[config.mk]
export PLATFORM = sky130hd
export DESIGN_NAME = seven_segment_scan_driver
export DESIGN_NICKNAME = d
export VERILOG_FILES = /design/src/rtl/ssd_pkg.sv /design/src/rtl/ssd_lane.sv /design/src/rtl/ssd_serializer.sv /design/src/rtl/seven_segment_scan_driver.sv
export SDC_FILE = /design/constraint.sdc
export NUM_CORES = 1
export LEC_CHECK = 0
export BUFFER_PORTS_ARGS = -buffer_cell sky130_fd_sc_hd__buf_2
export CORE_ASPECT_RATIO = 1.25
export CORE_UTILIZATION = 45
export CTS_BUF_LIST = sky130_fd_sc_hd__clkbuf_4 sky130_fd_sc_hd__clkbuf_8 sky130_fd_sc_hd__clkbuf_16
export CTS_CLUSTER_DIAMETER = 120
export CTS_CLUSTER_SIZE = 16
export DETAILED_ROUTE_END_ITERATION = 8
export GPL_TIMING_DRIVEN = 0
export PLACE_DENSITY = 0.63
export SLEW_MARGIN = 25
export SYNTH_ARGS = -nofsm -noshare
export SYNTH_HDL_FRONTEND = slang
export SYNTH_SLANG_ARGS = --single-unit
[constraint.sdc]
create_clock -name clock -period 5.5 [get_ports clock]
set_input_delay 0.275 -clock clock [delete_from_list [all_inputs] [get_ports clock]]
set_output_delay 0.275 -clock clock [all_outputs]
set_load 0.1 [all_outputs]
[src/rtl/ssd_pkg.sv]
// Shared types, constants and segment decoding for the seven-segment scan driver.
package ssd_pkg;

   localparam int DIGIT_COUNT = 2;
   localparam int SEG_BITS    = 8;
   localparam int CNT_BITS    = 4;

   // Index of the latch result within a nine-result run
   localparam logic [CNT_BITS-1:0] LATCH_STEP = 4'd8;

   // Command codes carried on req_tuser
   localparam logic CMD_TICK  = 1'b0;
   localparam logic CMD_WRITE = 1'b1;

   // Configuration register indexes
   localparam logic CSR_SHOW_C_MARK = 1'b0;
   localparam logic CSR_SHOW_H_MARK = 1'b1;

   typedef struct packed {
      logic [SEG_BITS-1:0]    seg_byte;
      logic [DIGIT_COUNT-1:0] dig_shift;
      logic [DIGIT_COUNT-1:0] dig_latch;
   } ssd_job_type;

   // Segments G..A for one ASCII code; unknown codes are blank
   function automatic logic [6:0] seg_decode(input logic [7:0] code);
      logic [6:0] seg;
      case (code)
         "0":     seg = 7'b0111111;
         "1":     seg = 7'b0000110;
         "2":     seg = 7'b1011011;
         "3":     seg = 7'b1001111;
         "4":     seg = 7'b1100110;
         "5":     seg = 7'b1101101;
         "6":     seg = 7'b1111101;
         "7":     seg = 7'b0000111;
         "8":     seg = 7'b1111111;
         "9":     seg = 7'b1101111;
         "E":     seg = 7'b1111001;
         default: seg = 7'b0000000;
      endcase
      return seg;
   endfunction

endpackage

[src/rtl/ssd_lane.sv]
// One character lane: decodes a character into a segment byte with its mark bit.
module ssd_lane (
   input  logic [7:0] char_code,
   input  logic       char_valid,
   input  logic       mark,
   output logic [7:0] seg_byte
);
   import ssd_pkg::*;

   assign seg_byte = {(char_valid ? seg_decode(char_code) : 7'b0000000), mark};

endmodule

[src/rtl/ssd_serializer.sv]
// Serializer: turns a queued byte job into eight shift results and one latch result.
module ssd_serializer (
   input  logic                 clock,
   input  logic                 reset,
   input  logic                 push_valid,
   input  ssd_pkg::ssd_job_type push_job,
   output logic                 pend_full,
   output logic                 rsp_tvalid,
   input  logic                 rsp_tready,
   output logic [7:0]           rsp_tdata,  // serial_bit, shift_pulse, latch_pulse, digit_on[4:3], pad
   output logic                 rsp_tlast
);
   import ssd_pkg::*;

   ssd_job_type         job_ff, job_in;
   ssd_job_type         pend_ff, pend_in;
   logic                busy_ff, busy_in;
   logic                pend_v_ff, pend_v_in;
   logic [CNT_BITS-1:0] cnt_ff, cnt_in;
   logic                at_latch;
   logic                finish;
   logic                step;

   assign at_latch = (cnt_ff == LATCH_STEP);
   assign finish   = busy_ff & rsp_tready & at_latch;
   assign step     = busy_ff & rsp_tready & ~at_latch;

   always_comb begin
      job_in    = job_ff;
      pend_in   = pend_ff;
      busy_in   = busy_ff;
      pend_v_in = pend_v_ff;
      cnt_in    = cnt_ff;
      if (step) begin
         job_in.seg_byte = {job_ff.seg_byte[SEG_BITS-2:0], 1'b0};
         cnt_in          = cnt_ff + 1'b1;
      end
      if (finish) begin
         if (pend_v_ff) begin
            job_in    = pend_ff;
            cnt_in    = '0;
            pend_v_in = 1'b0;
         end else begin
            busy_in = 1'b0;
         end
      end
      // a new job goes straight to the output stage if it is free this cycle
      if (push_valid) begin
         if (!busy_ff || (finish && !pend_v_ff)) begin
            job_in  = push_job;
            cnt_in  = '0;
            busy_in = 1'b1;
         end else begin
            pend_in   = push_job;
            pend_v_in = 1'b1;
         end
      end
   end

   always_ff @(posedge clock) begin
      if (reset) begin
         busy_ff   <= 1'b0;
         pend_v_ff <= 1'b0;
         cnt_ff    <= '0;
      end else begin
         busy_ff   <= busy_in;
         pend_v_ff <= pend_v_in;
         cnt_ff    <= cnt_in;
      end
   end

   always_ff @(posedge clock) begin
      job_ff  <= job_in;
      pend_ff <= pend_in;
   end

   assign pend_full  = pend_v_ff;
   assign rsp_tvalid = busy_ff;
   assign rsp_tlast  = at_latch;
   assign rsp_tdata  = {3'b000,
                        (at_latch ? job_ff.dig_latch : job_ff.dig_shift),
                        at_latch,
                        ~at_latch,
                        (~at_latch & job_ff.seg_byte[SEG_BITS-1])};

endmodule

[src/rtl/seven_segment_scan_driver.sv]
// Top level: two-digit multiplexed seven-segment driver for a serial-in latch-out register.
// A tick or a pause while running yields nine results, one per cycle when rsp_tready is high;
// the first appears the cycle after acceptance if the serializer is free, else once the run
// ahead ends. Other writes yield no result. One further item is taken while a run is being
// emitted (a one-job queue ahead of the serializer); the shift/latch sequence paces ticks.
// Synchronous reset: display paused, store and marks zero, scan at the first digit.
module seven_segment_scan_driver (
   input  logic        clock,
   input  logic        reset,
   input  logic        req_tvalid,
   output logic        req_tready,
   input  logic [23:0] req_tdata,  // char_first[7:0], char_second[15:8], text_length[17:16], pad
   input  logic        req_tuser,  // command
   output logic        rsp_tvalid,
   input  logic        rsp_tready,
   output logic [7:0]  rsp_tdata,  // serial_bit, shift_pulse, latch_pulse, digit_on[4:3], pad
   output logic        rsp_tlast,
   input  logic        csr_we,
   input  logic        csr_index,
   input  logic        csr_wdata
);
   import ssd_pkg::*;

   logic                   show_c_ff, show_h_ff;
   logic [SEG_BITS-1:0]    store_ff [DIGIT_COUNT];
   logic [SEG_BITS-1:0]    store_in [DIGIT_COUNT];
   logic                   running_ff, running_in;
   logic                   scan_ff, scan_in;
   logic [DIGIT_COUNT-1:0] lit_ff, lit_in;

   logic [SEG_BITS-1:0]    lane_byte [DIGIT_COUNT];
   logic [1:0]             text_length;
   logic                   accepted;
   logic                   push_valid;
   ssd_job_type            push_job;
   logic                   pend_full;
   logic [DIGIT_COUNT-1:0] scan_onehot;

   assign text_length = req_tdata[17:16];
   assign req_tready  = ~pend_full;
   assign accepted    = req_tvalid & req_tready;
   assign scan_onehot = scan_ff ? 2'b10 : 2'b01;

   // lanes: length three saturates to two, so the second char is valid on bit 1 alone
   ssd_lane u_lane0 (
      .char_code  (req_tdata[7:0]),
      .char_valid (text_length != 2'b00),
      .mark       (show_c_ff),
      .seg_byte   (lane_byte[0])
   );

   ssd_lane u_lane1 (
      .char_code  (req_tdata[15:8]),
      .char_valid (text_length[1]),
      .mark       (show_h_ff),
      .seg_byte   (lane_byte[1])
   );

   // merge: store update and job selection
   always_comb begin
      store_in   = store_ff;
      running_in = running_ff;
      scan_in    = scan_ff;
      lit_in     = lit_ff;
      push_valid = 1'b0;
      push_job   = '{seg_byte: store_ff[scan_ff], dig_shift: lit_ff, dig_latch: scan_onehot};
      if (accepted) begin
         if (req_tuser == CMD_WRITE) begin
            if (text_length == 2'b00) begin
               if (running_ff) begin
                  push_valid = 1'b1;
                  push_job   = '{seg_byte: '0, dig_shift: '0, dig_latch: '0};
                  store_in   = '{default: '0};
                  running_in = 1'b0;
                  lit_in     = '0;
               end
            end else begin
               store_in   = lane_byte;
               running_in = 1'b1;
            end
         end else if (running_ff) begin
            push_valid = 1'b1;
            lit_in     = scan_onehot;
            scan_in    = ~scan_ff;
         end
      end
   end

   always_ff @(posedge clock) begin
      if (reset) begin
         show_c_ff  <= 1'b0;
         show_h_ff  <= 1'b0;
         store_ff   <= '{default: '0};
         running_ff <= 1'b0;
         scan_ff    <= 1'b0;
         lit_ff     <= '0;
      end else begin
         if (csr_we && csr_index == CSR_SHOW_C_MARK) begin
            show_c_ff <= csr_wdata;
         end
         if (csr_we && csr_index == CSR_SHOW_H_MARK) begin
            show_h_ff <= csr_wdata;
         end
         store_ff   <= store_in;
         running_ff <= running_in;
         scan_ff    <= scan_in;
         lit_ff     <= lit_in;
      end
   end

   ssd_serializer u_serializer (
      .clock      (clock),
      .reset      (reset),
      .push_valid (push_valid),
      .push_job   (push_job),
      .pend_full  (pend_full),
      .rsp_tvalid (rsp_tvalid),
      .rsp_tready (rsp_tready),
      .rsp_tdata  (rsp_tdata),
      .rsp_tlast  (rsp_tlast)
   );

   // paused display never has a digit lit
   assert property (@(posedge clock) disable iff (reset) !running_ff |-> lit_ff == '0)
      else $error("digit lit while paused");

   // input stalls only while a run is in progress
   assert property (@(posedge clock) disable iff (reset) !req_tready |-> rsp_tvalid)
      else $error("input stalled with no result pending");

   // a latch lights at most one digit
   assert property (@(posedge clock) disable iff (reset)
                    rsp_tvalid && rsp_tlast |-> $onehot0(rsp_tdata[4:3]))
      else $error("latch lights more than one digit");

   // a job (tick or pause) that starts a run while idle shows its first result next cycle
   assert property (@(posedge clock) disable iff (reset)
                    push_valid && !rsp_tvalid |=> rsp_tvalid && !rsp_tlast)
      else $error("run did not start");

endmodule
## Word-level counts from Yosys, hierarchy flattened

Cells that the tools add are included.

- RAM bits: 0
- Latch bits: 0
- Bits of input ports: 32
- Bits in registers: 52
- Output and inout bits: 11
- Memories: 0
- ROM bits: 0

- Div/mod/pow operators: 0
- Shift operators: 0
- Mux-type cells: 41
- Reduce and logical (&&, ||, !) cells: 14
- Equality and inequality tests: 25
- Magnitude comparators: 1
- Bitwise operators: 12
- Add/sub/neg operators: 1
- Multipliers: 0

Operators with widths:

| operator | number |
|---|---|
| $eq 8x6->1 const B | 20 |
| $pmux 7 s11 | 2 |
| $mux 12 | 8 |
| $mux 16 | 2 |
| $mux 8 | 4 |
| $mux 4 | 5 |
| $eq 8x7->1 const B | 2 |
| $mux 7 | 2 |
| $mux 1 | 12 |
| $mux 2 | 6 |
| $not 1->1 | 6 |
| $reduce_and 3->1 | 2 |
| $and 1x1->1 | 5 |
| $add 4x1->4 const B | 1 |
| $eq 4x4->1 const B | 1 |
| $reduce_and 2->1 | 2 |
| $reduce_and 4->1 | 1 |
| $reduce_bool 2->1 | 2 |
| $logic_and 1x1->1 | 3 |
| $ge 2x2->1 const B | 1 |
| $logic_not 1->1 | 2 |
| $logic_not 2->1 | 1 |
| $ne 2x1->1 const B | 1 |
| $ne 2x2->1 const B | 1 |
| 2 further kinds | 2 |

## Logic depth before layout (Yosys ltp)

- Depth after elaboration: 10
- Gate-level depth with buffers: 8
- Depth with buffers taken out: 8

## Modules after synthesis

From an unflattened synthesis, not the netlist that was laid out.

- Cell total of the unflattened synthesis: 315
- Area total of the unflattened synthesis: 2945.3 µm²

Modules (own cells, without submodules):

| module | times used | sequential area each (µm²) | area an instance (µm²) | cells an instance |
|---|---|---|---|---|
| ssd_serializer | 1 | 720.7 | 1373.8 | 122 |
| seven_segment_scan_driver | 1 | 440.4 | 960.9 | 91 |
| ssd_lane | 2 | 0.0 | 305.3 | 51 |

## Least setup slack after synthesis

OpenSTA, ideal clock, no wires.

- Path type: flip-flop to output port
- Start: register u_serializer.cnt_ff[0]
- End: output port rsp_tdata[3]
- Slack: 3.014 ns
- Data arrival time: 2.211 ns
- Required time: 5.225 ns
- Stages on the path, launching flop included: 7
- Buffers on the path: 0
- Path through: dfxtp_1 > inv_1 > ha_1 > nand3b_4 > inv_2 > nand2_1 > nand2_1

- Cells in the longest elaborated chain, start to end: 2

Ends and longest elaborated chain:

| item | RTL line | RTL |
|---|---|---|
| start, declared | ssd_serializer.sv:19 | `logic [CNT_BITS-1:0] cnt_ff, cnt_in;` |
| start signal, assigned | ssd_serializer.sv:68 | `cnt_ff <= cnt_in;` |
| $eq 4x4->1 | ssd_serializer.sv:24 | `assign at_latch = (cnt_ff == LATCH_STEP);` |
| named net rsp_tlast | seven_segment_scan_driver.sv:17 | `output logic rsp_tlast,` |
| $mux 2 | ssd_serializer.sv:81 | `(at_latch ? job_ff.dig_latch : job_ff.dig_shift),` |
| end, declared | seven_segment_scan_driver.sv:16 | `output logic [7:0] rsp_tdata,` |

The timed path passes the listed nets, and every way through them passes these cells.

==> metrics.yaml <==
status: "finished clean"
final-hold-violation-count: 0
worstRegToRegCells: 8
p_clk_share_pct: 32.2
routed_wl_um: 6100
drt_iter0_markers: 129
avgSynthCellArea_um2: 8.73
powerDensity_nw_per_um2: 261
die_area_um2: 6430
synth-main-ff-cell: "dfxtp_1"
holdWs_ps: 232
synth_top_cell_by_area: "dfxtp_1"
crit_path_max_incr_delay_ps: 440
ir_drop_v: 0.000109
finClkSkew_ps: 6.73
syn_inst: 315
period_needed_ps: 2100
worstHoldPathType: "in2reg"
layout.nets: 387
p_comb_share_pct: 16.8
setup_viol_count_final: 0
maxCapViolations: 0
fin_area_um2: 3120
crit_cells: 8
cts_hold_buf: 0
yosys_warnings: 0
cpMaxStageDelayCell: "o21ai_0"
placed_area_um2: 3010
busiest_layer: "met2"
fillCellCount: 588
area_growth_syn_to_layout_pct: 13.4
wl_per_cell_um: 14.0
drc: 0
clock_sinks: 52
cts_max_level: 2
insertion_delay_ps: 300
fmax_mhz: 475
grt-ovfl-total: 0
endpoint_kind: "flop"
num_vias: 2342
crit_end: "u_serializer.job_ff[7]"
netlist_area_um2: 2750
worst_slew_margin_rel_pct: 39.9
cp.required_ps: 5710
grt_setup_unrepaired: "no"
grt_pass1_vias: 2077
cts_tree: "built"
async_flop_share_pct: 0
synth.distinct_cells: 58
viasPerCell: 5.37
gr-usage-met1_pct: 23.9
rows: 31
postRouteAntennaNets: 0
cts_root_buf: "clkbuf_8"
use_met2_pct: 36.4
ys_ff_latch: 52
cp.arrival_ps: 2310
min_period_over_period_pct: 38.2
antenna_cells: 0
num_io_pins: 43
start_util_pct: 47.0
timing.critical_path.buf_inv: 2
swShare_pct: 27.7
gr-usage-all-layers_pct: 20.0
rr_startpoint: "u_serializer.cnt_ff[0]"
dp_hpwl_um: 4580
grt_pass1_wl_um: 9920
p_leak_uw: 0.00117
drive_above_1_share_pct: 17.8
setup_slack_ps: 3400
rrSetupSlack_ps: 3400
slew_violations: 0
grt_start_max_net_pins: 16
port_buffers: 29
die_w_um: 71.9
path_class: "reg2reg"
grt_use_met3_pct: 3.49
crit_path_start: "u_serializer.cnt_ff[0]"
p_int_uw: 589
regArea_um2: 1160
synth_area_leaders: "dfxtp_1 29%, edfxtp_1 13%, mux2i_1 6.6%"
drt_first_pass_iters: 5
die_y_um: 89.4
place_ws_ps: 3230
p_sw_uw: 226
synth-edff-count: 12
start_kind: "flop"
reg2reg_to: "u_serializer.job_ff[7]"
path_max_fanout: 10
synth_seq_area_share_pct: 42.2
setup-tns-final_ps: 0
path_cells: "inv_1 -> ha_1 -> nand3b_4 -> o21ai_0 -> nor2b_1 -> buf_2 -> a211oi_1 -> a21o_1"
post_cts_resize_count: 0
cts_buffers: 5
tightest_slew_ps: 895
yosys.area.top_type_share_pct: 29.1
multiInputGateArea_um2: 1460
power_frac_seq_pct: 51.0
post_cts_buffers: 0
clock_path_buffers: 2
globalplace.congestion: 0.766
core_um2: 5860
cp_top_family: "compound AO/OA/AOI/OAI gates"
clk_pin_slew_ps: 90
antenna_found_initial: 0
-- worst register-to-register path, delay by kind of cell (launching register included) --
family,cells,cell delay (ps)
adders and majority gates,1,200
buffers and inverters,2,340
AOI/OAI and AO/OA,3,690
DFF,1,360
and+or+nand+nor,2,430
-- Yosys cell counts, types with 3 or more instances --
library cell,number
nor3_1,7
edfxtp_1,12
nand2b_1,4
nand3b_1,4
o22ai_1,3
nand2_1,35
nor2_1,39
a21o_1,9
xnor2_1,4
nor2b_1,3
clkbuf_1,9
a221oi_1,3
buf_2,6
nor4_1,4
mux2i_1,18
a31oi_1,3
a211oi_1,8
nand3_1,9
buf_4,4
a22oi_1,4
o21a_1,3
inv_1,8
and2_1,4
dfxtp_1,40
o21ai_0,6
a21oi_1,26
-- power by group through the flow --
stage	Sequential, uW	Combinational, uW	Clock (uW)
floorplan	423	106	0
global placement	424	136	0
detailed placement	425	136	0
CTS	416	137	268
global route	417	147	284
finish	416	137	262
-- worst min-delay path by stage --
stage / from / endpoint / slack [ps] / cells past startpoint
2_1_floorplan: csr_wdata / show_c_ff / 420 / 2
3_3_place_gp: store_ff[5] / store_ff[5] / 440 / 2
3_5_place_dp: store_ff[3] / store_ff[3] / 450 / 2
4_1_cts: csr_wdata / show_c_ff / 230 / 3
5_1_grt: csr_wdata / show_c_ff / 230 / 3
6_report: csr_wdata / show_c_ff / 230 / 3
-- area by class of cell --
cell class	count	share of cell area [%]
Multi-Input combinational cell	235	46.9
Sequential cell	52	37.2
Timing Repair Buffer	29	4.65
Tap cell	82	3.29
Buffer	21	3.25
Clock buffer	6	2.45
Clock inverter	2	1.12
Inverter	9	1.08
-- metrics by stage --
stage | util, % | cells | total power, uW
final | 53.3 | 436 | 814
after global routing | 53.3 | 436 | 848
after detailed placement | 51.3 | 428 | 561
after CTS | 53.2 | 436 | 821
after floorplan | - | 317 | 529
after global placement | 51.3 | 428 | 560
-- cells by family after synthesis --
family	Yosys count	synth area share (%)
xor+xnor	4	1.27
compound gates	79	19.4
flops	52	42.2
fa+ha+maj	3	1.27
mux	18	6.55
simple gates	128	24.2
buf+inv	30	4.91
other cells	1	0.136
-- cell usage in the layout, fill, tap and decap left out, types with 6 or more instances in the layout --
cell type and n:
inv_1 8, a211oi_1 8, nor2_1 38, edfxtp_1 12, buf_2 35, o21ai_0 6, nor3_1 7, mux2i_1 18
nand2_1 35, clkbuf_1 9, a21o_1 9, a21oi_1 26, nand3_1 9, dfxtp_1 40
-- flip-flops by register name, summed over array words and instances, names as in the netlist --
| register | flops |
|---|---|
| u_serializer.cnt_ff | 4 |
| store_ff | 16 |
| running_ff | 1 |
| lit_ff | 2 |
| scan_ff | 1 |
| u_serializer.pend_full | 1 |
| show_c_ff | 1 |
| u_serializer.pend_ff | 12 |
| show_h_ff | 1 |
| u_serializer.job_ff | 12 |
| u_serializer.rsp_tvalid | 1 |
-- layer usage --
metal	part of all wire, %	vias up
met5	0	-
met4	1.2	0
met3	2.0	5
met2	53	39
met1	44	1086
li1	-	1212
No activity file was read; power rests on OpenSTA's default activity.
